--- src/ktose_pkg.sv ---
// ktose_pkg: shared constants for the keyed table with oldest-seen eviction
// no dependencies; imported by ktose_scan and keyed_table_oldest_seen_eviction_core
package ktose_pkg;

  localparam int unsigned MAX_ENTRIES_DEF = 16;
  localparam int unsigned KEY_BITS_DEF    = 64;
  localparam int unsigned TIME_BITS_DEF   = 32;

  // request and result field widths on the stream ports
  localparam int unsigned OP_W    = 3;
  localparam int unsigned KEY_W   = 64;
  localparam int unsigned TIME_W  = 32;
  localparam int unsigned COUNT_W = 5;

  localparam int unsigned IN_DATA_W  = KEY_W + 2 * TIME_W;
  localparam int unsigned OUT_BITS   = 1 + 2 * TIME_W + 1 + KEY_W + COUNT_W;
  localparam int unsigned OUT_DATA_W = ((OUT_BITS + 7) / 8) * 8;
  localparam int unsigned OUT_PAD_W  = OUT_DATA_W - OUT_BITS;

  // input tdata offsets
  localparam int unsigned IN_KEY_LSB    = 0;
  localparam int unsigned IN_PAIRED_LSB = KEY_W;
  localparam int unsigned IN_SEEN_LSB   = KEY_W + TIME_W;

  // request operation codes
  typedef enum logic [OP_W-1:0] {
    OP_REMEMBER = 3'd0,
    OP_LOOKUP   = 3'd1,
    OP_FORGET   = 3'd2,
    OP_CLEAR    = 3'd3,
    OP_LOAD     = 3'd4
  } op_e;

endpackage

--- src/keyed_table_oldest_seen_eviction_core.sv ---
// keyed_table_oldest_seen_eviction_core: top level of the keyed table
// uses ktose_pkg and ktose_scan; the table lives in a local simple dual-port memory
//
// Requests come in on s_axis: tuser carries the operation (0 remember, 1 lookup,
// 2 forget, 3 clear, 4 load entry), tdata carries key, paired time and seen time.
// Every request gives exactly one result on m_axis.
// The table is a compacted list of entries held in a memory with one write and one
// registered read per cycle. A remember, lookup, forget or load request first scans
// all n valid entries through the shared compare unit, then may shift the entries
// behind a removed one down by one, then may append, then loads the result register.
// A clear, a zero key or an unused code goes straight to loading the result register.
// s_axis_tready is low from acceptance until the result register is loaded and rises
// as the result becomes valid, so a new request is accepted only after that.
// The result register holds one finished result; a new request is accepted while it
// waits, and the block only stalls at the end of that request if the receiver has
// still not taken the earlier result.
// Reset empties the table (the entry count goes to zero) and drops any pending
// result; memory contents are not cleared since only entries below the count are read.
module keyed_table_oldest_seen_eviction_core #(
  parameter int unsigned MAX_ENTRIES = ktose_pkg::MAX_ENTRIES_DEF,
  parameter int unsigned KEY_BITS    = ktose_pkg::KEY_BITS_DEF,
  parameter int unsigned TIME_BITS   = ktose_pkg::TIME_BITS_DEF
) (
  input  logic                              clk_i,
  input  logic                              rst_ni,
  input  logic                              s_axis_tvalid,
  output logic                              s_axis_tready,
  // key [63:0], paired_time [95:64], seen_time [127:96]
  input  logic [ktose_pkg::IN_DATA_W-1:0]   s_axis_tdata,
  // operation [2:0]
  input  logic [ktose_pkg::OP_W-1:0]        s_axis_tuser,
  output logic                              m_axis_tvalid,
  input  logic                              m_axis_tready,
  // hit [0], stored_paired [32:1], stored_seen [64:33], evicted [65],
  // evicted_key [129:66], entry_count [134:130], zero [135]
  output logic [ktose_pkg::OUT_DATA_W-1:0]  m_axis_tdata
);
  import ktose_pkg::*;

  localparam int unsigned AW = (MAX_ENTRIES > 1) ? $clog2(MAX_ENTRIES) : 1;
  localparam int unsigned CW = $clog2(MAX_ENTRIES + 1);
  localparam int unsigned TW = (TIME_BITS < 32) ? TIME_BITS : 32;
  localparam logic [CW-1:0] MaxCount = CW'(MAX_ENTRIES);

  typedef enum logic [2:0] {
    ST_IDLE,
    ST_SCAN,
    ST_DECIDE,
    ST_SHIFT,
    ST_APPEND,
    ST_FINISH
  } state_e;

  typedef struct packed {
    logic [KEY_BITS-1:0] key;
    logic [TW-1:0]       paired;
    logic [TW-1:0]       seen;
  } entry_t;

  entry_t mem_q [MAX_ENTRIES];
  entry_t rd_data_q;
  logic              rd_en;
  logic [AW-1:0]     rd_addr;
  logic              we;
  logic [AW-1:0]     wa;
  entry_t            wd;

  state_e              state_q;
  op_e                 op_q;
  logic [KEY_BITS-1:0] key_q;
  logic [TW-1:0]       pt_q;
  logic [TW-1:0]       st_q;
  logic [CW-1:0]       count_q;
  logic [CW-1:0]       ptr_q;
  logic                pend_q;
  logic [AW-1:0]       pend_idx_q;
  logic                do_app_q;
  logic [TW-1:0]       app_p_q;
  logic                hit_q;
  logic                ev_q;
  logic [KEY_BITS-1:0] evk_q;
  logic [TW-1:0]       rp_q;
  logic [TW-1:0]       rs_q;
  logic                out_valid_q;
  logic [OUT_DATA_W-1:0] out_data_q;

  logic [KEY_BITS-1:0] in_key;
  logic [TW-1:0]       in_pt;
  logic [TW-1:0]       in_st;
  logic                accept;
  logic                ptr_more;

  logic                found;
  logic [AW-1:0]       at_idx;
  logic [TW-1:0]       at_paired;
  logic [TW-1:0]       at_seen;
  logic [AW-1:0]       old_idx;
  logic [KEY_BITS-1:0] old_key;

  assign in_key   = s_axis_tdata[IN_KEY_LSB +: KEY_BITS];
  assign in_pt    = s_axis_tdata[IN_PAIRED_LSB +: TW];
  assign in_st    = s_axis_tdata[IN_SEEN_LSB +: TW];
  assign s_axis_tready = (state_q == ST_IDLE);
  assign accept   = s_axis_tvalid && s_axis_tready;
  assign ptr_more = (ptr_q < count_q);

  ktose_scan #(
    .MAX_ENTRIES (MAX_ENTRIES),
    .KEY_BITS    (KEY_BITS),
    .TIME_BITS   (TIME_BITS)
  ) u_scan (
    .clk_i       (clk_i),
    .rst_ni      (rst_ni),
    .clr_i       (accept),
    .vld_i       ((state_q == ST_SCAN) && pend_q),
    .idx_i       (pend_idx_q),
    .want_key_i  (key_q),
    .key_i       (rd_data_q.key),
    .paired_i    (rd_data_q.paired),
    .seen_i      (rd_data_q.seen),
    .found_o     (found),
    .at_idx_o    (at_idx),
    .at_paired_o (at_paired),
    .at_seen_o   (at_seen),
    .old_idx_o   (old_idx),
    .old_key_o   (old_key)
  );

  // memory port control
  always_comb begin
    rd_en   = ((state_q == ST_SCAN) || (state_q == ST_SHIFT)) && ptr_more;
    rd_addr = ptr_q[AW-1:0];
    we      = 1'b0;
    wa      = '0;
    wd      = rd_data_q;
    case (state_q)
      ST_DECIDE: begin
        if (op_q == OP_REMEMBER && found) begin
          we = 1'b1;
          wa = at_idx;
          wd = '{key: key_q, paired: at_paired, seen: st_q};
        end
      end
      ST_SHIFT: begin
        if (pend_q) begin
          we = 1'b1;
          wa = pend_idx_q - AW'(1);
          wd = rd_data_q;
        end
      end
      ST_APPEND: begin
        we = 1'b1;
        wa = count_q[AW-1:0];
        wd = '{key: key_q, paired: app_p_q, seen: st_q};
      end
      default: begin
        we = 1'b0;
      end
    endcase
  end

  always_ff @(posedge clk_i) begin
    if (we) begin
      mem_q[wa] <= wd;
    end
    if (rd_en) begin
      rd_data_q <= mem_q[rd_addr];
    end
  end

  always_ff @(posedge clk_i or negedge rst_ni) begin
    if (!rst_ni) begin
      state_q     <= ST_IDLE;
      op_q        <= OP_REMEMBER;
      count_q     <= '0;
      ptr_q       <= '0;
      pend_q      <= 1'b0;
      do_app_q    <= 1'b0;
      out_valid_q <= 1'b0;
    end else begin
      if (m_axis_tready && state_q != ST_FINISH) begin
        out_valid_q <= 1'b0;
      end
      case (state_q)
        ST_IDLE: begin
          if (accept) begin
            op_q     <= op_e'(s_axis_tuser);
            key_q    <= in_key;
            pt_q     <= in_pt;
            st_q     <= in_st;
            hit_q    <= 1'b0;
            ev_q     <= 1'b0;
            evk_q    <= '0;
            rp_q     <= '0;
            rs_q     <= '0;
            do_app_q <= 1'b0;
            ptr_q    <= '0;
            pend_q   <= 1'b0;
            if (op_e'(s_axis_tuser) == OP_CLEAR) begin
              count_q <= '0;
              state_q <= ST_FINISH;
            end else if (in_key == '0 || s_axis_tuser > OP_W'(OP_LOAD)) begin
              state_q <= ST_FINISH;
            end else begin
              state_q <= ST_SCAN;
            end
          end
        end
        ST_SCAN: begin
          pend_q     <= ptr_more;
          pend_idx_q <= ptr_q[AW-1:0];
          if (ptr_more) begin
            ptr_q <= ptr_q + CW'(1);
          end else if (!pend_q) begin
            state_q <= ST_DECIDE;
          end
        end
        ST_DECIDE: begin
          hit_q  <= found;
          pend_q <= 1'b0;
          case (op_q)
            OP_REMEMBER: begin
              rs_q    <= st_q;
              app_p_q <= st_q;
              if (found) begin
                rp_q    <= at_paired;
                state_q <= ST_FINISH;
              end else begin
                rp_q <= st_q;
                if (count_q < MaxCount) begin
                  state_q <= ST_APPEND;
                end else begin
                  ev_q     <= 1'b1;
                  evk_q    <= old_key;
                  ptr_q    <= CW'(old_idx) + CW'(1);
                  do_app_q <= 1'b1;
                  state_q  <= ST_SHIFT;
                end
              end
            end
            OP_LOOKUP: begin
              if (found) begin
                rp_q <= at_paired;
                rs_q <= at_seen;
              end
              state_q <= ST_FINISH;
            end
            OP_FORGET: begin
              if (found) begin
                ptr_q   <= CW'(at_idx) + CW'(1);
                state_q <= ST_SHIFT;
              end else begin
                state_q <= ST_FINISH;
              end
            end
            OP_LOAD: begin
              rp_q    <= pt_q;
              rs_q    <= st_q;
              app_p_q <= pt_q;
              if (found) begin
                ptr_q    <= CW'(at_idx) + CW'(1);
                do_app_q <= 1'b1;
                state_q  <= ST_SHIFT;
              end else if (count_q < MaxCount) begin
                state_q <= ST_APPEND;
              end else begin
                ev_q     <= 1'b1;
                evk_q    <= old_key;
                ptr_q    <= CW'(old_idx) + CW'(1);
                do_app_q <= 1'b1;
                state_q  <= ST_SHIFT;
              end
            end
            default: begin
              state_q <= ST_FINISH;
            end
          endcase
        end
        ST_SHIFT: begin
          pend_q     <= ptr_more;
          pend_idx_q <= ptr_q[AW-1:0];
          if (ptr_more) begin
            ptr_q <= ptr_q + CW'(1);
          end else if (!pend_q) begin
            count_q <= count_q - CW'(1);
            state_q <= do_app_q ? ST_APPEND : ST_FINISH;
          end
        end
        ST_APPEND: begin
          count_q <= count_q + CW'(1);
          state_q <= ST_FINISH;
        end
        ST_FINISH: begin
          if (!out_valid_q || m_axis_tready) begin
            out_valid_q <= 1'b1;
            out_data_q  <= {{OUT_PAD_W{1'b0}}, COUNT_W'(count_q), KEY_W'(evk_q), ev_q,
                            TIME_W'(rs_q), TIME_W'(rp_q), hit_q};
            state_q     <= ST_IDLE;
          end
        end
        default: begin
          state_q <= ST_IDLE;
        end
      endcase
    end
  end

  assign m_axis_tvalid = out_valid_q;
  assign m_axis_tdata  = out_data_q;

endmodule

--- src/ktose_scan.sv ---
// ktose_scan: compare unit used once per table entry during a scan
// tracks the first key match and the oldest last-seen entry; uses ktose_pkg
module ktose_scan #(
  parameter int unsigned MAX_ENTRIES = ktose_pkg::MAX_ENTRIES_DEF,
  parameter int unsigned KEY_BITS    = ktose_pkg::KEY_BITS_DEF,
  parameter int unsigned TIME_BITS   = ktose_pkg::TIME_BITS_DEF,
  localparam int unsigned AW = (MAX_ENTRIES > 1) ? $clog2(MAX_ENTRIES) : 1,
  localparam int unsigned TW = (TIME_BITS < 32) ? TIME_BITS : 32
) (
  input  logic                clk_i,
  input  logic                rst_ni,
  input  logic                clr_i,
  input  logic                vld_i,
  input  logic [AW-1:0]       idx_i,
  input  logic [KEY_BITS-1:0] want_key_i,
  input  logic [KEY_BITS-1:0] key_i,
  input  logic [TW-1:0]       paired_i,
  input  logic [TW-1:0]       seen_i,
  output logic                found_o,
  output logic [AW-1:0]       at_idx_o,
  output logic [TW-1:0]       at_paired_o,
  output logic [TW-1:0]       at_seen_o,
  output logic [AW-1:0]       old_idx_o,
  output logic [KEY_BITS-1:0] old_key_o
);
  import ktose_pkg::*;

  logic                found_q;
  logic [AW-1:0]       at_idx_q;
  logic [TW-1:0]       at_paired_q;
  logic [TW-1:0]       at_seen_q;
  logic [AW-1:0]       old_idx_q;
  logic [KEY_BITS-1:0] old_key_q;
  logic [TW-1:0]       old_seen_q;
  logic                key_eq;
  logic                older;

  assign key_eq = (key_i == want_key_i);
  // strict compare keeps the earliest entry on a tie
  assign older  = (idx_i == '0) || (seen_i < old_seen_q);

  always_ff @(posedge clk_i or negedge rst_ni) begin
    if (!rst_ni) begin
      found_q <= 1'b0;
    end else if (clr_i) begin
      found_q <= 1'b0;
    end else if (vld_i && !found_q && key_eq) begin
      found_q <= 1'b1;
    end
  end

  always_ff @(posedge clk_i) begin
    if (vld_i && !found_q && key_eq) begin
      at_idx_q    <= idx_i;
      at_paired_q <= paired_i;
      at_seen_q   <= seen_i;
    end
    if (vld_i && older) begin
      old_idx_q  <= idx_i;
      old_key_q  <= key_i;
      old_seen_q <= seen_i;
    end
  end

  assign found_o     = found_q;
  assign at_idx_o    = at_idx_q;
  assign at_paired_o = at_paired_q;
  assign at_seen_o   = at_seen_q;
  assign old_idx_o   = old_idx_q;
  assign old_key_o   = old_key_q;

endmodule
--- config.mk ---
export PLATFORM = sky130hd
export DESIGN_NAME = keyed_table_oldest_seen_eviction_core
export DESIGN_NICKNAME = d
export VERILOG_FILES = /design/src/ktose_pkg.sv /design/src/keyed_table_oldest_seen_eviction_core.sv /design/src/ktose_scan.sv
export SDC_FILE = /design/constraint.sdc
export NUM_CORES = 2
export LEC_CHECK = 0
export ABC_AREA = 1
export BUFFER_PORTS_ARGS = -buffer_cell sky130_fd_sc_hd__buf_2
export CAP_MARGIN = 5
export CORE_ASPECT_RATIO = 0.8
export CORE_MARGIN = 4
export CORE_UTILIZATION = 35
export DETAILED_ROUTE_END_ITERATION = 8
export MAX_ROUTING_LAYER = met4
export SETUP_SLACK_MARGIN = 0.15
export SLEW_MARGIN = 0
export SYNTH_ARGS = -nofsm -noshare
export SYNTH_HDL_FRONTEND = slang
export SYNTH_HIERARCHICAL = 1
export SYNTH_SLANG_ARGS = --single-unit
--- constraint.sdc ---
create_clock -name clk_i -period 26 [get_ports clk_i]
set_clock_uncertainty 0.05 [all_clocks]
set_input_delay 0 -clock clk_i [delete_from_list [all_inputs] [get_ports clk_i]]
set_output_delay 0 -clock clk_i [all_outputs]
set_load 0.02 [all_outputs]
==> results.md <==
* Synth top area cells: edfxtp_1, nor2_1, o21ai_0, o211ai_1, nand2_1
* CTS buffer count at just over 300
* Die width at approximately 630 um
* Status: completed
* CTS HTree Levels at 5
* Vias in the first global route at around 66000
* Root Buffer: clkbuf_16
* Fin nets at between 8000 and 9000
* Final period util at between 20% and 30%
* Register clock-pin slew on the reported worst setup and hold paths at about 0.060 ns
* Starting Density at a little over a third
* Final GP Congestion at 0.898
* Mapped Avg Cell Area at 13.3 um2
* Mapped Area at 109000 um2
* Worst Path Required at 26.47 ns
* I/O Pins at between 200 and 300
* Slew headroom at 11.3%
* Cell Count Post-Placement at 12300
* DR WL/cell at 23.9 um
* Synth Flop Type: edfxtp_1
* Clock buffer depth at 4
* Die Height at a little over 500 um
* CP Launch Point: state_q[2]$_DFFE_PN0P_
* Worst setup SP type: register
* Overall Global Routing Usage at about a fifth
* FF-to-FF Start: state_q[2]$_DFFE_PN0P_
* Crit. End Element: register
* Post-DP HPWL at approximately 170 mm
* Setup bufs post-CTS at 0
* Slowest cell delay on critical path at approximately 0.96 ns
* Slew at the pin closest to its max-slew limit at between 1 and 1.5 ns
* Worst-path maximum fanout at 97
* Worst Hold Launch: s_axis_tuser[1]
* Peak VDD IR at around 0.12 mV
* Leak at approximately 42 nW
* Post-Layout Cell Count at between 10000 and 15000
* Fmax at 153 MHz
* EDFF count, synth at roughly 2800
* DRT Pass-1 Iters at 5
* Min-delay worst type: in2reg
* Final Hold Vio Count at 0
* Largest net degree at the start of global routing at between 200 and 300
* Synth async-reset ratio at less than 1%
* Die ar. at roughly 320000 um2
* Routed wire length at 312 mm
* Synthesized net count at between 8000 and 9000
* ANT nets after route at 0
* WS Path Type: reg2reg
* DRC marker count from the first detailed-route iteration at 8987
* Sequential-to-total area share from yosys stat at 76.6%
* Pwr Total at about 14 mW
* Fill count at between 20000 and 30000
* Netlist cell types at 50
* Port Buffers at ~270
* Synth area leader: edfxtp_1
* Reg2reg setup slack at just under 20 ns
* Vias at 69500
* FF+latch count, synth at ~2800
* Unrepaired setup endpoints after global routing: false
* CP max-delay cell: buf_4
* Synthesis-to-layout area growth at 16.0%
* Avg Vias per Cell at roughly 5.3
* Number of remaining DRC errors at 0
* CP Data Arrival Time at approximately 7 ns
* Floorplan row count at about 180
* Max-Cap Viols at 0
* Final Slew Violations at 0
* Share of the synthesized area in the top cell type at 76.1%
* CP cell instances: inv_2 -> nand3_4 -> nor2_4 -> nand2_2 -> nand2_8 -> inv_4 -> nand2_1 -> nand3_2 -> nor2_4 -> buf_4 -> buf_4
* Yosys warns at 6
* Final worst path period need at between 6 and 7 ns
* Power density over the cells at about 110 nW/um2
* Setup violators final at 0
* Worst-Skew Late Latency at between 0.9 and 1 ns
* Layout cells sized above 1 at under 10%
* Cells after Synth at approximately 8200
* First-pass GRT wire length at between 400 and 500 mm
* Core area at 311000 um2
* Setup TNS at 0 ns
* CTS tree: built
* Gr ovfl total at 0
* Initial antenna violation count at 20
* Clock tree sinks at ~2800
## metrics by stage
step | area, um2 | hold WS [ns] | utilization, % | worst slack [ns]
3_3_place_gp | 115000 | -0.0626 | 36.9 | 19.53
4_1_cts | 127000 | 0.0112 | 40.8 | 19.45
3_5_place_dp | 115000 | -0.0538 | 36.9 | 19.44
6_report | 127000 | 0.0767 | 40.8 | 19.48
5_1_grt | 127000 | 0.113 | 40.8 | 19.23
2_1_floorplan | 109000 | -0.346 | - | 15.42
## critical path, delay by kind of cell, from the launching register on
kind	cells	cell delay, ns
flops	1	0.44
simple gates	7	3.20
buf+inv	4	2.27
## routing by layer
| metal | GRT usage [%] | up-vias | share of wire, % |
|---|---|---|---|
| li1 | - | 30900 | - |
| met1 | 26.4 | 34400 | 42 |
| met2 | 28.9 | 3581 | 45 |
| met3 | 3.73 | 638 | 9.8 |
| met4 | 6.84 | 0 | 3.5 |
| met5 | - | - | 0 |
## placed cells by master, fill, tap and decap left out, drive strengths merged, types with 3 or more instances in the layout
cell         Yosys  final
o22ai          259    259
nor3            13     13
nand2          437    437
o211ai         316    316
dlygate4sd3      0    270
or2             26     26
clkinvlp         0      9
ha              45     45
clkbuf         269    375
clkinv           1    108
edfxtp        2773   2773
bufinv           0     20
a21oi          258    258
o21ai         1339   1339
inv            262    271
nand3           54     54
a31oi           18     18
nor2          1821   1821
dfrtp           20     20
nand4           27     27
buf            225    377
xor2             9      9
xnor2           20     20
nand3b           3      3
diode            0     14
## kinds of logic (layout without fill, tap and decap cells)
kind of cell	Yosys count	in the layout	share of synthesized area (%)
AO/OA/AOI/OAI	2199	2199	11.1
XOR/XNOR	29	29	0.232
buffers and inverters	757	1430	3.02
AND/OR/NAND/NOR	2389	2389	8.50
other	1	15	0.00343
flip-flops	2793	2793	76.6
adder cells (fa/ha/maj)	46	46	0.533
## repair_timing
action	4_1_cts	5_1_grt
hold endpoints to repair	232	0
endpoints found under the setup margin	0	0
resized for setup	0	0
hold buffers	270	0
## synth_stat cells (26+ instances only)
library cell / n
nor2_1: 1816
buf_4: 39
ha_1: 45
buf_2: 155
o21ai_1: 167
edfxtp_1: 2773
o22ai_1: 259
nand3_1: 50
o211ai_1: 316
or2_2: 26
inv_1: 253
a21oi_1: 257
clkbuf_1: 263
nand4_1: 27
nand2_1: 432
o21ai_0: 1171
## cell type report
cell class                 count  area (um2)  share of cell area (%)
antenna                       14        35.0                  0.0276
multi-input combinational   4664       22500                    17.8
sequential                  2793       83800                    66.0
clock buffer                 375        8080                    6.36
tap                         4162        5210                    4.10
timing repair buffer         647        5050                    3.98
clock inverter               145        1240                   0.974
inverter                     263        1020                   0.801
## worst paths after layout
| path | endpoint | cells past startpoint |
|---|---|---|
| setup / recovery | mem_q[0][66]$_DFFE_PP_ | 11 |
| hold / removal | state_q[2]$_DFFE_PN0P_ | 8 |
| setup reg to reg | mem_q[0][66]$_DFFE_PP_ | 11 |
| hold reg to reg | m_axis_tdata[38]$_DFFE_PP_ | 0 |
| max in group asynchronous | ptr_q[1]$_DFFE_PN0P_ | 3 |
| min in group asynchronous | state_q[0]$_DFFE_PN0P_ | 3 |
## power by group
part / internal, mW / leakage, nW / total [mW] / switching (mW)
Sequential: 6.20 / 25.3 / 6.54 / 0.341
Clock: 2.39 / 4.55 / 4.10 / 1.70
Combinational: 0.863 / 11.9 / 3.52 / 2.65
Total: 9.46 / 41.8 / 14.2 / 4.70
## sequential cells by signal, summed over array words and instances, names as in the netlist, 32 cells and up
name / count
m_axis_tdata: 135
key_q: 64
rp_q: 32
st_q: 32
u_scan/at_paired_o: 32
evk_q: 64
u_scan/old_seen_q: 32
pt_q: 32
u_scan/old_key_o: 64
rs_q: 32
mem_q: 2048
u_scan/at_seen_o: 32
rd_data_q: 128
app_p_q: 32
Note: power is estimated with default switching activity, not from simulation.
